$ cat config.mk
export PLATFORM = sky130hd
export DESIGN_NAME = layer_alpha_compositor_flat
export DESIGN_NICKNAME = d
export VERILOG_FILES = /design/src/rtl/lac_pkg.sv /design/src/rtl/lac_if.sv /design/src/rtl/lac_div.sv /design/src/rtl/lac_blend.sv /design/src/rtl/layer_alpha_compositor.sv /design/src/flat_wrapper.sv
export SDC_FILE = /design/constraint.sdc
export NUM_CORES = 1
export LEC_CHECK = 0
export ABC_AREA = 0
export BUFFER_PORTS_ARGS = -buffer_cell sky130_fd_sc_hd__buf_2
export CAP_MARGIN = 30
export CORE_MARGIN = 10
export CORE_UTILIZATION = 35
export CTS_CLUSTER_DIAMETER = 30
export CTS_CLUSTER_SIZE = 14
export DETAILED_ROUTE_END_ITERATION = 10
export PLACE_DENSITY = 0.59
export SYNTH_ARGS = -nofsm -noshare
export SYNTH_HDL_FRONTEND = slang
export SYNTH_SLANG_ARGS = --single-unit
$ cat constraint.sdc
create_clock -name clk -period 10.9 [get_ports clk]
set_clock_uncertainty 0.15 [all_clocks]
set_input_delay 0 -clock clk [delete_from_list [all_inputs] [get_ports clk]]
set_output_delay 0 -clock clk [all_outputs]
set_load 0.05 [all_outputs]
$ cat src/rtl/lac_pkg.sv
// ----------------------------------------------------------------------------
// lac_pkg: shared types and helpers for the layer alpha compositor
// Field widths, sequencer states and the command and status records that
// pass between the top level and the blend engine.
// ----------------------------------------------------------------------------
package lac_pkg;

  localparam int PIX_W = 32;
  localparam int CH_W  = 8;
  localparam int DEN_W = 16;
  localparam int NUM_W = 24;
  localparam int DSR_W = NUM_W - 1;

  localparam logic [CH_W-1:0] ALPHA_OPAQUE = 8'hFF;
  localparam logic [CH_W-1:0] ALPHA_CLEAR  = 8'h00;

  typedef enum logic [1:0] {
    CH_RED   = 2'd0,
    CH_GREEN = 2'd1,
    CH_BLUE  = 2'd2
  } chan_sel_t;

  typedef enum logic [2:0] {
    BL_IDLE,
    BL_SETUP,
    BL_MUL_LO,
    BL_MUL_HI,
    BL_DIV_GO,
    BL_DIV_WAIT,
    BL_DONE
  } blend_state_t;

  typedef struct packed {
    logic             start;
    logic             ack;
    logic [PIX_W-1:0] upper;
    logic [PIX_W-1:0] lower;
  } blend_cmd_t;

  typedef struct packed {
    logic             busy;
    logic             done;
    logic [PIX_W-1:0] result;
  } blend_stat_t;

  function automatic logic [CH_W-1:0] chan_byte(input logic [PIX_W-1:0] pix,
                                                input chan_sel_t sel);
    logic [CH_W-1:0] b;
    case (sel)
      CH_RED:   b = pix[7:0];
      CH_GREEN: b = pix[15:8];
      CH_BLUE:  b = pix[23:16];
      default:  b = pix[7:0];
    endcase
    return b;
  endfunction

endpackage

$ cat src/rtl/lac_if.sv
// ----------------------------------------------------------------------------
// lac_if: valid/ready channels of the layer alpha compositor
// One channel carries layer pixels in, the other composited pixels out.
// ----------------------------------------------------------------------------
interface lac_pix_if;
  import lac_pkg::*;
  logic             valid;
  logic             ready;
  logic [PIX_W-1:0] layer_pixel;
  logic             first_layer;
  logic             last_layer;

  modport source (output valid, output layer_pixel, output first_layer,
                  output last_layer, input ready);
  modport sink   (input valid, input layer_pixel, input first_layer,
                  input last_layer, output ready);
endinterface

interface lac_res_if;
  import lac_pkg::*;
  logic             valid;
  logic             ready;
  logic [PIX_W-1:0] blended_pixel;

  modport source (output valid, output blended_pixel, input ready);
  modport sink   (input valid, input blended_pixel, output ready);
endinterface

$ cat src/rtl/lac_div.sv
// ----------------------------------------------------------------------------
// lac_div: restoring divider with an 8-bit quotient
// One quotient bit per cycle; the dividend must be below 256 times the divisor.
// ----------------------------------------------------------------------------
module lac_div
  import lac_pkg::*;
(
  input  logic             clk,
  input  logic             rst_n,
  input  logic             start,
  input  logic [NUM_W-1:0] dividend,
  input  logic [DEN_W-1:0] divisor,
  output logic             done,
  output logic [CH_W-1:0]  quotient
);

  logic             busy_r, busy_nxt;
  logic             done_r, done_nxt;
  logic [2:0]       cnt_r, cnt_nxt;
  logic [NUM_W-1:0] rem_r, rem_nxt;
  logic [DSR_W-1:0] dsr_r, dsr_nxt;
  logic [CH_W-1:0]  q_r, q_nxt;
  logic             fits;

  assign fits = rem_r >= {1'b0, dsr_r};

  always_comb begin
    busy_nxt = busy_r;
    done_nxt = 1'b0;
    cnt_nxt  = cnt_r;
    rem_nxt  = rem_r;
    dsr_nxt  = dsr_r;
    q_nxt    = q_r;
    if (start) begin
      busy_nxt = 1'b1;
      cnt_nxt  = 3'd0;
      rem_nxt  = dividend;
      dsr_nxt  = {divisor, 7'd0};
      q_nxt    = '0;
    end else if (busy_r) begin
      // Trial subtraction of the divisor aligned to the current bit.
      if (fits) begin
        rem_nxt = rem_r - {1'b0, dsr_r};
      end
      q_nxt   = {q_r[CH_W-2:0], fits};
      dsr_nxt = dsr_r >> 1;
      cnt_nxt = cnt_r + 3'd1;
      if (cnt_r == 3'd7) begin
        busy_nxt = 1'b0;
        done_nxt = 1'b1;
      end
    end
  end

  always_ff @(posedge clk) begin
    if (!rst_n) begin
      busy_r <= 1'b0;
      done_r <= 1'b0;
      cnt_r  <= 3'd0;
    end else begin
      busy_r <= busy_nxt;
      done_r <= done_nxt;
      cnt_r  <= cnt_nxt;
    end
  end

  always_ff @(posedge clk) begin
    rem_r <= rem_nxt;
    dsr_r <= dsr_nxt;
    q_r   <= q_nxt;
  end

  assign done     = done_r;
  assign quotient = q_r;

endmodule

$ cat src/rtl/lac_blend.sv
// ----------------------------------------------------------------------------
// lac_blend: sequenced alpha-over blend of two partly transparent pixels
// One shared 8x16 multiplier builds the weights and each channel numerator,
// and one restoring divider yields the three channel quotients in turn.
// ----------------------------------------------------------------------------
module lac_blend
  import lac_pkg::*;
(
  input  logic        clk,
  input  logic        rst_n,
  input  blend_cmd_t  cmd,
  output blend_stat_t stat
);

  blend_state_t     state_r, state_nxt;
  logic [PIX_W-1:0] upper_r, lower_r;
  logic [DEN_W-1:0] w0_r, den_r;
  logic [NUM_W-1:0] num_r;
  logic [NUM_W-1:0] res_r;
  chan_sel_t        ch_r;

  logic [CH_W-1:0]  a1, a0;
  logic [CH_W-1:0]  mul_a;
  logic [DEN_W-1:0] mul_b;
  logic [NUM_W-1:0] product;
  logic [DEN_W:0]   den_sum;
  logic             ld_pix, ld_setup, ld_lo, ld_hi, div_start;
  logic             div_done;
  logic [CH_W-1:0]  quotient;

  assign a1 = upper_r[31:24];
  assign a0 = lower_r[31:24];

  assign product = NUM_W'(mul_a) * NUM_W'(mul_b);
  assign den_sum = {1'b0, a1, 8'h00} + {1'b0, product[DEN_W-1:0]};

  always_comb begin
    state_nxt = state_r;
    case (state_r)
      BL_IDLE:     if (cmd.start) state_nxt = BL_SETUP;
      BL_SETUP:    state_nxt = BL_MUL_LO;
      BL_MUL_LO:   state_nxt = BL_MUL_HI;
      BL_MUL_HI:   state_nxt = BL_DIV_GO;
      BL_DIV_GO:   state_nxt = BL_DIV_WAIT;
      BL_DIV_WAIT: begin
        if (div_done) state_nxt = (ch_r == CH_BLUE) ? BL_DONE : BL_MUL_LO;
      end
      BL_DONE:     if (cmd.ack) state_nxt = BL_IDLE;
      default:     state_nxt = BL_IDLE;
    endcase
  end

  always_comb begin
    ld_pix    = 1'b0;
    ld_setup  = 1'b0;
    ld_lo     = 1'b0;
    ld_hi     = 1'b0;
    div_start = 1'b0;
    mul_a     = a0;
    mul_b     = DEN_W'(9'd256 - {1'b0, a1});
    case (state_r)
      BL_IDLE:   ld_pix = cmd.start;
      BL_SETUP:  ld_setup = 1'b1;
      BL_MUL_LO: begin
        ld_lo = 1'b1;
        mul_a = chan_byte(lower_r, ch_r);
        mul_b = w0_r;
      end
      BL_MUL_HI: begin
        ld_hi = 1'b1;
        mul_a = chan_byte(upper_r, ch_r);
        mul_b = {8'h00, a1};
      end
      BL_DIV_GO: div_start = 1'b1;
      default: ;
    endcase
  end

  always_ff @(posedge clk) begin
    if (!rst_n) begin
      state_r <= BL_IDLE;
      ch_r    <= CH_RED;
    end else begin
      state_r <= state_nxt;
      if (ld_setup) begin
        ch_r <= CH_RED;
      end else if (state_r == BL_DIV_WAIT && div_done) begin
        case (ch_r)
          CH_RED:   ch_r <= CH_GREEN;
          CH_GREEN: ch_r <= CH_BLUE;
          default:  ch_r <= CH_RED;
        endcase
      end
    end
  end

  always_ff @(posedge clk) begin
    if (ld_pix) begin
      upper_r <= cmd.upper;
      lower_r <= cmd.lower;
    end
    // Lower weight a0*(256-a1); den = 256*a1 + that weight.
    if (ld_setup) begin
      w0_r  <= product[DEN_W-1:0];
      den_r <= den_sum[DEN_W-1:0];
    end
    if (ld_lo) begin
      num_r <= product;
    end else if (ld_hi) begin
      num_r <= num_r + {product[DEN_W-1:0], 8'h00};
    end
    if (state_r == BL_DIV_WAIT && div_done) begin
      case (ch_r)
        CH_RED:   res_r[7:0]   <= quotient;
        CH_GREEN: res_r[15:8]  <= quotient;
        default:  res_r[23:16] <= quotient;
      endcase
    end
  end

  lac_div u_div (
    .clk      (clk),
    .rst_n    (rst_n),
    .start    (div_start),
    .dividend (num_r),
    .divisor  (den_r),
    .done     (div_done),
    .quotient (quotient)
  );

  assign stat.busy   = (state_r != BL_IDLE);
  assign stat.done   = (state_r == BL_DONE);
  assign stat.result = {den_r[15:8], res_r};

endmodule

$ cat src/rtl/layer_alpha_compositor.sv
// ----------------------------------------------------------------------------
// layer_alpha_compositor: alpha-over compositing of a run of layer pixels
// Layer pixels arrive top layer first on in_chan; a beat with first_layer
// set loads the accumulator, later beats are merged beneath it, and a beat
// with last_layer set produces one composited pixel on out_chan.
// A first layer, an opaque accumulator, a clear layer pixel or a clear
// accumulator is settled in the accepting cycle, so such beats may follow
// one another every cycle while no blend is pending and the output slot is
// free. A layer that needs a real blend occupies the shared multiplier and
// restoring divider after its beat: a setup step, then per color channel a
// low and a high multiply step, a divider start and the quotient bits and
// hand-off, then a step to return the result. in_chan.ready stays low until
// that result is taken. The output is registered, so a composited pixel
// appears in the cycle after the last layer's beat, or after its blend
// result is taken. The output register lets a new beat be accepted in the
// cycle a waiting result is taken; if out_chan stalls, a finished blend that
// must be emitted is held in the engine and input is paused until the slot frees.
// Reset clears the accumulator to a fully transparent black pixel and
// empties the output register.
// ----------------------------------------------------------------------------
module layer_alpha_compositor
  import lac_pkg::*;
(
  input  logic      clk,
  input  logic      rst_n,
  lac_pix_if.sink   in_chan,
  lac_res_if.source out_chan
);

  logic [PIX_W-1:0] acc_r, acc_nxt;
  logic [PIX_W-1:0] out_pixel_r, out_pixel_nxt;
  logic             out_valid_r, out_valid_nxt;
  logic             pend_r, pend_nxt;
  logic             pend_last_r, pend_last_nxt;

  blend_cmd_t       cmd;
  blend_stat_t      stat;
  logic             in_fire, out_fire, slot_free;
  logic [PIX_W-1:0] pix;
  logic [CH_W-1:0]  acc_alpha, pix_alpha;

  assign pix       = in_chan.layer_pixel;
  assign acc_alpha = acc_r[31:24];
  assign pix_alpha = pix[31:24];

  assign out_fire  = out_valid_r && out_chan.ready;
  assign slot_free = !out_valid_r || out_chan.ready;
  assign in_chan.ready = !pend_r && slot_free;
  assign in_fire   = in_chan.valid && in_chan.ready;

  always_comb begin
    acc_nxt       = acc_r;
    out_pixel_nxt = out_pixel_r;
    out_valid_nxt = out_valid_r && !out_fire;
    pend_nxt      = pend_r;
    pend_last_nxt = pend_last_r;
    cmd.start     = 1'b0;
    cmd.ack       = 1'b0;
    cmd.upper     = acc_r;
    cmd.lower     = pix;

    if (in_fire) begin
      if (in_chan.first_layer || acc_alpha == ALPHA_CLEAR) begin
        // A first layer loads the pixel as is. A clear accumulator takes the lower
        // pixel as is unless that pixel is also clear; then the accumulator keeps
        // its own color bits, so the layer is skipped.
        acc_nxt = (in_chan.first_layer || pix_alpha != ALPHA_CLEAR) ? pix : acc_r;
      end else if (acc_alpha == ALPHA_OPAQUE || pix_alpha == ALPHA_CLEAR) begin
        acc_nxt = acc_r;
      end else begin
        cmd.start     = 1'b1;
        pend_nxt      = 1'b1;
        pend_last_nxt = in_chan.last_layer;
      end
      if (in_chan.last_layer && !cmd.start) begin
        out_valid_nxt = 1'b1;
        out_pixel_nxt = acc_nxt;
      end
    end else if (pend_r && stat.done && (!pend_last_r || slot_free)) begin
      cmd.ack  = 1'b1;
      acc_nxt  = stat.result;
      pend_nxt = 1'b0;
      if (pend_last_r) begin
        out_valid_nxt = 1'b1;
        out_pixel_nxt = stat.result;
      end
    end
  end

  always_ff @(posedge clk) begin
    if (!rst_n) begin
      acc_r       <= '0;
      out_valid_r <= 1'b0;
      pend_r      <= 1'b0;
      pend_last_r <= 1'b0;
    end else begin
      acc_r       <= acc_nxt;
      out_valid_r <= out_valid_nxt;
      pend_r      <= pend_nxt;
      pend_last_r <= pend_last_nxt;
    end
  end

  always_ff @(posedge clk) begin
    out_pixel_r <= out_pixel_nxt;
  end

  lac_blend u_blend (
    .clk   (clk),
    .rst_n (rst_n),
    .cmd   (cmd),
    .stat  (stat)
  );

  assign out_chan.valid         = out_valid_r;
  assign out_chan.blended_pixel = out_pixel_r;

  // The engine is only started when it is idle.
  a_start_idle: assert property (@(posedge clk) disable iff (!rst_n)
    cmd.start |-> !stat.busy)
    else $error("blend started while engine busy");

  // No beat is taken while a blend is outstanding.
  a_hold_input: assert property (@(posedge clk) disable iff (!rst_n)
    pend_r |-> !in_chan.ready)
    else $error("input accepted during blend");

  // A result is only taken when the engine has one.
  a_ack_done: assert property (@(posedge clk) disable iff (!rst_n)
    cmd.ack |-> stat.done)
    else $error("blend result taken before done");

  // A blend of two non-clear pixels never yields a clear pixel.
  a_alpha_nonzero: assert property (@(posedge clk) disable iff (!rst_n)
    stat.done |-> stat.result[31:24] != ALPHA_CLEAR)
    else $error("blend produced zero alpha");

endmodule

$ cat src/flat_wrapper.sv
// flat-port wrapper written by rule: the top's interface ports become plain ports
module layer_alpha_compositor_flat import lac_pkg::*;
  (clk, rst_n, in_chan_valid, in_chan_layer_pixel, in_chan_first_layer, in_chan_last_layer, in_chan_ready, out_chan_valid, out_chan_blended_pixel, out_chan_ready);
  lac_pix_if in_chan_i ();
  lac_res_if out_chan_i ();
  input  logic clk;
  input  logic rst_n;
  input wire logic [$bits(in_chan_i.valid)-1:0] in_chan_valid;
  input wire logic [$bits(in_chan_i.layer_pixel)-1:0] in_chan_layer_pixel;
  input wire logic [$bits(in_chan_i.first_layer)-1:0] in_chan_first_layer;
  input wire logic [$bits(in_chan_i.last_layer)-1:0] in_chan_last_layer;
  output wire logic [$bits(in_chan_i.ready)-1:0] in_chan_ready;
  output wire logic [$bits(out_chan_i.valid)-1:0] out_chan_valid;
  output wire logic [$bits(out_chan_i.blended_pixel)-1:0] out_chan_blended_pixel;
  input wire logic [$bits(out_chan_i.ready)-1:0] out_chan_ready;
  assign in_chan_i.valid = in_chan_valid;
  assign in_chan_i.layer_pixel = in_chan_layer_pixel;
  assign in_chan_i.first_layer = in_chan_first_layer;
  assign in_chan_i.last_layer = in_chan_last_layer;
  assign in_chan_ready = in_chan_i.ready;
  assign out_chan_valid = out_chan_i.valid;
  assign out_chan_blended_pixel = out_chan_i.blended_pixel;
  assign out_chan_i.ready = out_chan_ready;
  layer_alpha_compositor u_core (.clk(clk), .rst_n(rst_n), .in_chan(in_chan_i), .out_chan(out_chan_i));
endmodule
==> results of run 1 <==
[through the flow]
step	hold WS, ns	std cells	cell area [sq um]
6_report	0.02011	2478	20490
3_5_place_dp	0.04927	2330	18140
3_3_place_gp	0.04845	2330	18140
5_1_grt	0.01380	2478	20490
4_1_cts	0.005430	2478	20490
2_1_floorplan	-0.05113	1656	17190
[cell usage after synthesis (all sizes together) (32+ instances only)]
master and number:
a21o 32, mux2i 52, inv 148, fa 87, o21ai 47, a21oi 135
nand2 158, buf 41, dfxtp 60, xnor2 39, clkbuf 34, ha 97
nor2 190, edfxtp 208, a21boi 41
[worst paths after layout]
check / slack [ns] / depth (start not counted) / endpoint / from
min: 0.02 / 2 / u_core.u_blend.lower_r[21]$_DFFE_PP_ / in_chan_layer_pixel[21]
max: 2.12 / 29 / u_core.u_blend.num_r[23]$_DFFE_PN_ / u_core.u_blend.state_r[2]$_SDFFE_PN0P_
min reg2reg: 0.30 / 0 / u_core.u_blend.upper_r[21]$_DFFE_PP_ / u_core.acc_r[21]$_SDFFE_PN0P_
max reg2reg: 2.12 / 29 / u_core.u_blend.num_r[23]$_DFFE_PN_ / u_core.u_blend.state_r[2]$_SDFFE_PN0P_
[logic make-up (layout without fill, tap and decap cells)]
logic type                 count (synthesis)  after routing  share of synthesized area, %
and+or+nand+nor                          495            495                         13.05
AOI/OAI and AO/OA                        369            369                         14.63
DFF                                      268            268                         43.33
buffers and inverters                    224            382                         5.424
adders and majority gates                184            184                         17.20
xor gates and xnor gates                  62             62                         3.204
muxes                                     54             54                         3.160
[repair_timing]
action                    CTS  global route
hold endpoints to repair  123             0
hold buffers               56             0
gates resized for setup     0             0
[sequential cells by signal (all words and copies together) (netlist names), 2 cells and up]
| register | count |
|---|---|
| u_core.u_blend.den_r | 8 |
| u_core.u_blend.u_div.rem_r | 24 |
| u_core.u_blend.w0_r | 16 |
| u_core.acc_r | 32 |
| u_core.u_blend.res_r | 24 |
| u_core.u_blend.lower_r | 32 |
| u_core.u_blend.num_r | 24 |
| u_core.u_blend.state_r | 3 |
| u_core.u_blend.ch_r | 2 |
| u_core.u_blend.u_div.quotient | 8 |
| u_core.u_blend.upper_r | 32 |
| u_core.u_blend.u_div.dsr_r | 23 |
| u_core.u_blend.u_div.cnt_r | 3 |
| u_core.out_chan.blended_pixel | 32 |
[per-layer routing]
layer  GRT usage (%)  vias up
li1                -     6015
met1           19.79     6127
met2           25.91      320
met3           2.568       55
met4           3.518        0
met5               0        -
[layout make-up]
class	count	area [sq um]	area share, %
Multi-Input combinational cell	1164	8836	43.12
Tap cell	664	830.8	4.054
Inverter	149	561.8	2.741
Sequential cell	268	7447	36.34
Clock buffer	54	1276	6.228
Timing Repair Buffer	141	1021	4.982
Clock inverter	38	519.2	2.534
==> reports/results.tsv, run 1 <==
metric	value	unit
grt_pass1_wl	72.02	mm
cts-root-buf	clkbuf_16	
clock_path_buffers	3	
overflow	0	
fill_cells	4612	
outcome	finished clean	
clock_sinks	268	
n_antenna_cell	0	
finalCritPeriodShare	80.58	%
drt_wl_total	45.60	mm
coreArea	48750	sq um
hp-class	input port to register	
dpl.hpwl	32.64	mm
drcViolationCount	0	
endpoint_kind	register	
grt_antenna_before_repair	0	
setup_tns	0	ns
grt_max_degree	68	
routedWlPerCell	18.40	um
setup_ws	2.116	ns
die-area	58360	sq um
synth_top_area_share	36.35	%
setup_viol_count_final	0	
dr_wl_met3	2.207	mm
grt_pass1_vias	12650	
place.gp.congestion	0.8792	
wl_met1	20.32	mm
cts_tree	yes	
worst_path_max_delay_cell	a21oi_2	
synth_cell_types	75	
synth-warning-count	0	
fmax	113.8	MHz
postRouteAntennaNets	0	
area_growth_syn_to_layout	19.24	%
seq_area_frac_synth	43.33	%
max_cap_viol_count	0	
netlist_area	17190	sq um
dr.pass1.iters	6	
rsz0062_at_grt	false	
cts_buffers	50	
hold_viol_final	0	
ys_ff_latch	268	
num_rows	81	
postLayoutCoreUtil	42.04	%
avgSynthCellArea	10.38	sq um
die_h	241.6	um
wl_met2	22.29	mm
yosys_most_used_dff	edfxtp_1	
layout_commonest_cell	edfxtp_1	
drt_iter0_drc	936	
start_util	35.25	%
cp_top_family	adder cells	
clk_pin_slew	0.06	ns
required	11.02	ns
nNetsFinal	1996	
synthArstFlopShare	0	%
path_class	register to register	
worst_pin_slew	1.050	ns
avgViaCountPerCell	5.051	
slowest_delay	0.72	ns
synth_area_leaders	edfxtp_1, fa_1, ha_1	
most-common-layout-cells	edfxtp_1, nor2_1, nand2_1	
drive_gt1_share	12.73	%
synth_edf_count	208	
period_minus_slack	8.784	ns
top_layer_used	met4	
fp.dieW	241.6	um
port_buffers	71	
cp.arrival	8.90	ns
worstSkewPairLatency	0.57	ns
synth_top_area_cell	edfxtp_1	
syn_nets	1878	
slew_headroom	30.00	%
synth_cells	1656	
post-cts-setup-buffers	0	
place_ws	2.240	ns
groute.usage.overall	15.21	%
final_max_slew_viol_count	0	
io_pins	72	
cts_max_level	2	
path_max_fanout	28	
cp.buffers_inverters	5	
startpoint_type	register	
via_count	12520	
Power of run 1 is not shown: default switching activity piles up to over one toggle a cycle in this logic, so the estimate is an artifact.
==> run 2, diff against run 1 <==
==> constraint.sdc (replaced) <==
create_clock -name clk -period 9.1 [get_ports clk]
set_clock_uncertainty 0.15 [all_clocks]
set_input_delay 0 -clock clk [delete_from_list [all_inputs] [get_ports clk]]
set_output_delay 0 -clock clk [all_outputs]
set_load 0.05 [all_outputs]
==> run 2 against run 1 <==
Net effect:
- count of clock-buffer cells in the layout grew 8
- critical path depth is the same
- wire length grew 0.48%
- global-route usage grew 0.12 points
- maximum frequency grew 4.3%
- cell count grew 0.40%
- worst setup slack lost 1.4 ns
- first-iteration DRC count shrank 6.8%
- final area shrank 0.27%
- utilization shrank 0.11 points
==> reports/results.tsv, run 2 (synthesis results as in run 1) <==
metric	value	unit	change
outcome	finished clean		unchanged
drt_wl_total	45.82	mm	was 45.60 mm
postRouteAntennaNets	0		unchanged
regArea	7447	sq um	unchanged
endpoint_kind	register		unchanged
cts_buffers	52		was 50
setup_tns	0	ns	unchanged
drt_iter0_drc	872		was 936
routedWlPerCell	18.42	um	was 18.40 um
num_rows	81		unchanged
grt_max_degree	68		unchanged
multi_input_comb_area	8845	sq um	was 8836 sq um
hp-class	input port to register		unchanged
cts_max_level	2		unchanged
worstSkewPairLatency	0.59	ns	was 0.57 ns
top_layer_used	met4		unchanged
groute.usage.overall	15.33	%	was 15.21%
finalCritPeriodShare	92.56	%	was 80.58%
overflow	0		unchanged
startpoint_type	register		unchanged
grt_antenna_before_repair	0		unchanged
fmax	118.7	MHz	was 113.8 MHz
worst_pin_slew	1.013	ns	was 1.050 ns
n_antenna_cell	0		unchanged
r2r_slack	0.68	ns	was 2.12 ns
most-common-layout-cells	edfxtp_1, nor2_1, nand2_1		unchanged
fin_cells	2488		was 2478
final_max_slew_viol_count	0		unchanged
drcViolationCount	0		unchanged
io_pins	72		unchanged
dr_wl_met3	2.690	mm	was 2.207 mm
required	9.24	ns	was 11.02 ns
dpl.hpwl	33.19	mm	was 32.64 mm
hold_viol_final	0		unchanged
wl_met2	21.70	mm	was 22.29 mm
holdWs	0.01170	ns	was 0.02011 ns
cts-root-buf	clkbuf_16		unchanged
dp_cells	2335		was 2330
port_buffers	71		unchanged
grt_pass1_vias	12880		was 12650
fill_cells	4656		was 4612
cts_tree	yes		unchanged
wl_met1	20.31	mm	was 20.32 mm
slew_headroom	32.49	%	was 30.00%
worst_path_max_delay_cell	dfxtp_1		was a21oi_2
post-cts-setup-buffers	0		unchanged
start_util	35.25	%	unchanged
via_count	12710		was 12520
clock_sinks	268		unchanged
period_minus_slack	8.423	ns	was 8.784 ns
clk_pin_slew	0.05	ns	was 0.06 ns
cp.arrival	8.57	ns	was 8.90 ns
layout_commonest_cell	edfxtp_1		unchanged
rsz0062_at_grt	false		unchanged
die-area	58360	sq um	unchanged
place.gp.congestion	0.9050		was 0.8792
grt_pass1_wl	72.35	mm	was 72.02 mm
path_class	register to register		unchanged
area_growth_syn_to_layout	18.92	%	was 19.24%
drive_gt1_share	12.77	%	was 12.73%
avgViaCountPerCell	5.107		was 5.051
nNetsFinal	2003		was 1996
path_max_fanout	28		unchanged
die_h	241.6	um	unchanged
setup_viol_count_final	0		unchanged
max_cap_viol_count	0		unchanged
slowest_delay	0.67	ns	was 0.72 ns
coreArea	48750	sq um	unchanged
postLayoutCoreUtil	41.92	%	was 42.04%
fp.dieW	241.6	um	unchanged
dr.pass1.iters	5		was 6
clock_path_buffers	3		unchanged
[run 2: changes by cell type in the layout (fill, tap and decap cells not counted), moves of 2 or more]
cell / change
buf_4: +4
bufinv_16: -5
clkbuf_1: +5
clkbuf_16: +2
clkinv_1: +3
clkinv_2: +2
clkinv_4: +5
clkinv_8: -3
inv_8: -5
[run 2: cell type report]
type | count | area share (%)
Clock inverter | 35 | 1.604
Clock buffer | 62 | 6.649
Inverter | 149 | 2.749
Timing Repair Buffer | 146 | 5.216
Sequential cell | 268 | 36.44
Multi-Input combinational cell | 1164 | 43.28
Tap cell | 664 | 4.065
[run 2: critical path, delay by kind of cell, from the launching register on]
kind                     cells  cell delay [ns]
flip-flops                   1             0.67
AO/OA/AOI/OAI               12             2.34
XOR/XNOR                     2             0.71
multiplexers                 1             0.09
AND/OR/NAND/NOR              4             0.92
adder cells (fa/ha/maj)      6             2.70
buffers and inverters        4             0.53
[run 2: metal layers]
layer,vias to the layer above,global-route usage (%)
met5,-,0
met4,0,4.485
met3,76,2.954
met2,378,25.26
met1,6217,20.06
li1,6034,-
[run 2: path summary, 6_finish.rpt]
check / from / to / cells past startpoint
setup reg to reg: u_core.u_blend.state_r[1]$_SDFFE_PN0P_ / u_core.u_blend.num_r[22]$_DFFE_PN_ / 29
hold reg to reg: u_core.acc_r[15]$_SDFFE_PN0P_ / u_core.u_blend.upper_r[15]$_DFFE_PP_ / 0
setup / recovery: u_core.u_blend.state_r[1]$_SDFFE_PN0P_ / u_core.u_blend.num_r[22]$_DFFE_PN_ / 29
hold / removal: in_chan_layer_pixel[16] / u_core.u_blend.lower_r[16]$_DFFE_PP_ / 2
[run 2: timing repair]
item	4_1_cts	5_1_grt
gates resized for setup	0	0
hold buffers	56	0
hold endpoints to repair	125	0
[run 2: through the flow]
stage               area (sq um)  setup WS, ns
floorplan                  17190         2.198
global placement           18170         1.058
detailed placement         18190        0.8284
CTS                        20440        0.7619
global route               20440        0.1872
finish                     20440        0.6767
Power of run 2 is left out for the same reason.
==> run 3, diff against run 2 <==
--- a/config.mk
+++ b/config.mk
@@ -8,12 +8,14 @@
 export ABC_AREA = 0
 export BUFFER_PORTS_ARGS = -buffer_cell sky130_fd_sc_hd__buf_2
 export CAP_MARGIN = 30
+export CELL_PAD_IN_SITES_DETAIL_PLACEMENT = 1
+export CELL_PAD_IN_SITES_GLOBAL_PLACEMENT = 1
 export CORE_MARGIN = 10
 export CORE_UTILIZATION = 35
 export CTS_CLUSTER_DIAMETER = 30
 export CTS_CLUSTER_SIZE = 14
 export DETAILED_ROUTE_END_ITERATION = 10
-export PLACE_DENSITY = 0.59
+export PLACE_DENSITY = 0.69
 export SYNTH_ARGS = -nofsm -noshare
 export SYNTH_HDL_FRONTEND = slang
 export SYNTH_SLANG_ARGS = --single-unit
==> run 3 against run 2 <==
Net effect:
- die area unchanged
- worst setup slack improved by 0.069 ns
- final area increased by 1.3%
- sequential cell count unchanged
- first-iteration DRC count decreased by 9.7%
- sequential share of layout area decreased by 0.48 points
- cell count increased by 0.32%
- critical path type unchanged
- critical endpoint is now u_core.u_blend.num_r[23]$_DFFE_PN_
- highest routed layer unchanged
==> reports/results.tsv, run 3 (synthesis results as in run 1) <==
metric	value	unit	change
avgViaCountPerCell	5.187		was 5.107
period_minus_slack	8.355	ns	was 8.423 ns
cp.arrival	8.46	ns	was 8.57 ns
nNetsFinal	2010		was 2003
postRouteAntennaNets	0		unchanged
final_max_slew_viol_count	0		unchanged
n_antenna_cell	0		unchanged
dr.pass1.iters	5		unchanged
use_met2	30.18	%	was 25.26%
clk_pin_slew	0.06	ns	was 0.05 ns
worst_pin_slew	0.9818	ns	was 1.013 ns
layout_commonest_cell	edfxtp_1		unchanged
grt_antenna_before_repair	1		was 0
reg2regPathDepth	31		was 29
io_pins	72		unchanged
area_growth_syn_to_layout	20.52	%	was 18.92%
start_util	35.25	%	unchanged
setup_tns	0	ns	unchanged
overflow	0		unchanged
slowest_delay	0.60	ns	was 0.67 ns
busiest_layer	met2		unchanged
clock_path_buffers	3		unchanged
fp.dieW	241.6	um	unchanged
hold_viol_final	0		unchanged
cts_buffers	52		unchanged
die_h	241.6	um	unchanged
grt_max_degree	68		unchanged
grt_pass1_vias	14120		was 12880
port_buffers	71		unchanged
rsz0062_at_grt	false		unchanged
max_cap_viol_count	0		unchanged
worstSkewPairLatency	0.62	ns	was 0.59 ns
startpoint_type	register		unchanged
cts_max_level	2		unchanged
hold_depth	2		unchanged
cts_tree	yes		unchanged
place.gp.congestion	0.8656		was 0.9050
slew_headroom	34.54	%	was 32.49%
die-area	58360	sq um	unchanged
worst_path_max_delay_cell	a21oi_2		was dfxtp_1
routedWlPerCell	20.79	um	was 18.42 um
grt_pass1_wl	81.79	mm	was 72.35 mm
path_max_fanout	28		unchanged
drt_iter0_drc	787		was 872
drt_wl_total	51.89	mm	was 45.82 mm
path_class	register to register		unchanged
groute.usage.overall	17.53	%	was 15.33%
finalCritPeriodShare	91.81	%	was 92.56%
fmax	119.7	MHz	was 118.7 MHz
setup_viol_count_final	0		unchanged
num_rows	81		unchanged
drcViolationCount	0		unchanged
dpl.hpwl	37.45	mm	was 33.19 mm
cts-root-buf	clkbuf_16		unchanged
required	9.20	ns	was 9.24 ns
clock_sinks	268		unchanged
endpoint_kind	register		unchanged
drive_gt1_share	13.10	%	was 12.77%
gr-usage-met1	21.94	%	was 20.06%
coreArea	48750	sq um	unchanged
use_met3	2.767	%	was 2.954%
most-common-layout-cells	edfxtp_1, nor2_1, nand2_1		unchanged
hp-class	input port to register		unchanged
outcome	finished clean		unchanged
via_count	12950		was 12710
-- run 3: critical path, delay by kind of cell, from the launching register on --
kind | cells | cell delay (ns)
DFF | 1 | 0.54
xor gates and xnor gates | 2 | 0.29
muxes | 1 | 0.11
AOI/OAI and AO/OA | 7 | 1.81
adders and majority gates | 6 | 2.76
and+or+nand+nor | 9 | 1.72
buffers and inverters | 6 | 0.61
-- run 3: layer usage --
metal  share of wire, %  up-vias  wire length (um)
met2                 50      289             25760
met1                 44     6525             22580
met4                2.7        0              1379
li1                   -     6057                 -
met5                  0        -                 0
met3                4.2       76              2172
-- run 3: final cells by class --
| cell class | count | area, sq um |
|---|---|---|
| Timing Repair Buffer | 153 | 1126 |
| Clock inverter | 43 | 576.8 |
| Tap cell | 664 | 830.8 |
| Clock buffer | 55 | 1313 |
| Inverter | 149 | 561.8 |
| Fill cell | 5393 | 28040 |
| Sequential cell | 268 | 7447 |
| Multi-Input combinational cell | 1164 | 8857 |
-- run 3: path summary, 6_finish.rpt --
| check | slack [ns] | startpoint | endpoint |
|---|---|---|---|
| max reg2reg | 0.75 | u_core.u_blend.state_r[2]$_SDFFE_PN0P_ | u_core.u_blend.num_r[23]$_DFFE_PN_ |
| min | 0.03 | in_chan_layer_pixel[6] | u_core.u_blend.lower_r[6]$_DFFE_PP_ |
| max | 0.75 | u_core.u_blend.state_r[2]$_SDFFE_PN0P_ | u_core.u_blend.num_r[23]$_DFFE_PN_ |
| min reg2reg | 0.32 | u_core.acc_r[8]$_SDFFE_PN0P_ | u_core.u_blend.upper_r[8]$_DFFE_PP_ |
-- run 3: per-stage QoR --
step	area, sq um	instances	hold WS [ns]	utilization (%)	setup slack, ns
finish	20710	2496	0.02535	42.49	0.7452
global route	20710	2496	0.02484	42.49	0.1972
CTS	20700	2496	0.0007014	42.46	0.4716
detailed placement	18190	2336	0.04983	37.31	0.6241
global placement	18190	2336	0.04911	37.31	0.8967
floorplan	17190	1656	-0.05113	-	2.198
-- run 3: what timing repair did --
item | CTS | global route
setup buffers | 0 | 0
hold buffers | 62 | 0
endpoints found under the setup margin | 0 | 3
endpoints found under the hold margin | 128 | 0
resized for setup | 0 | 2
Power of run 3 is left out for the same reason.
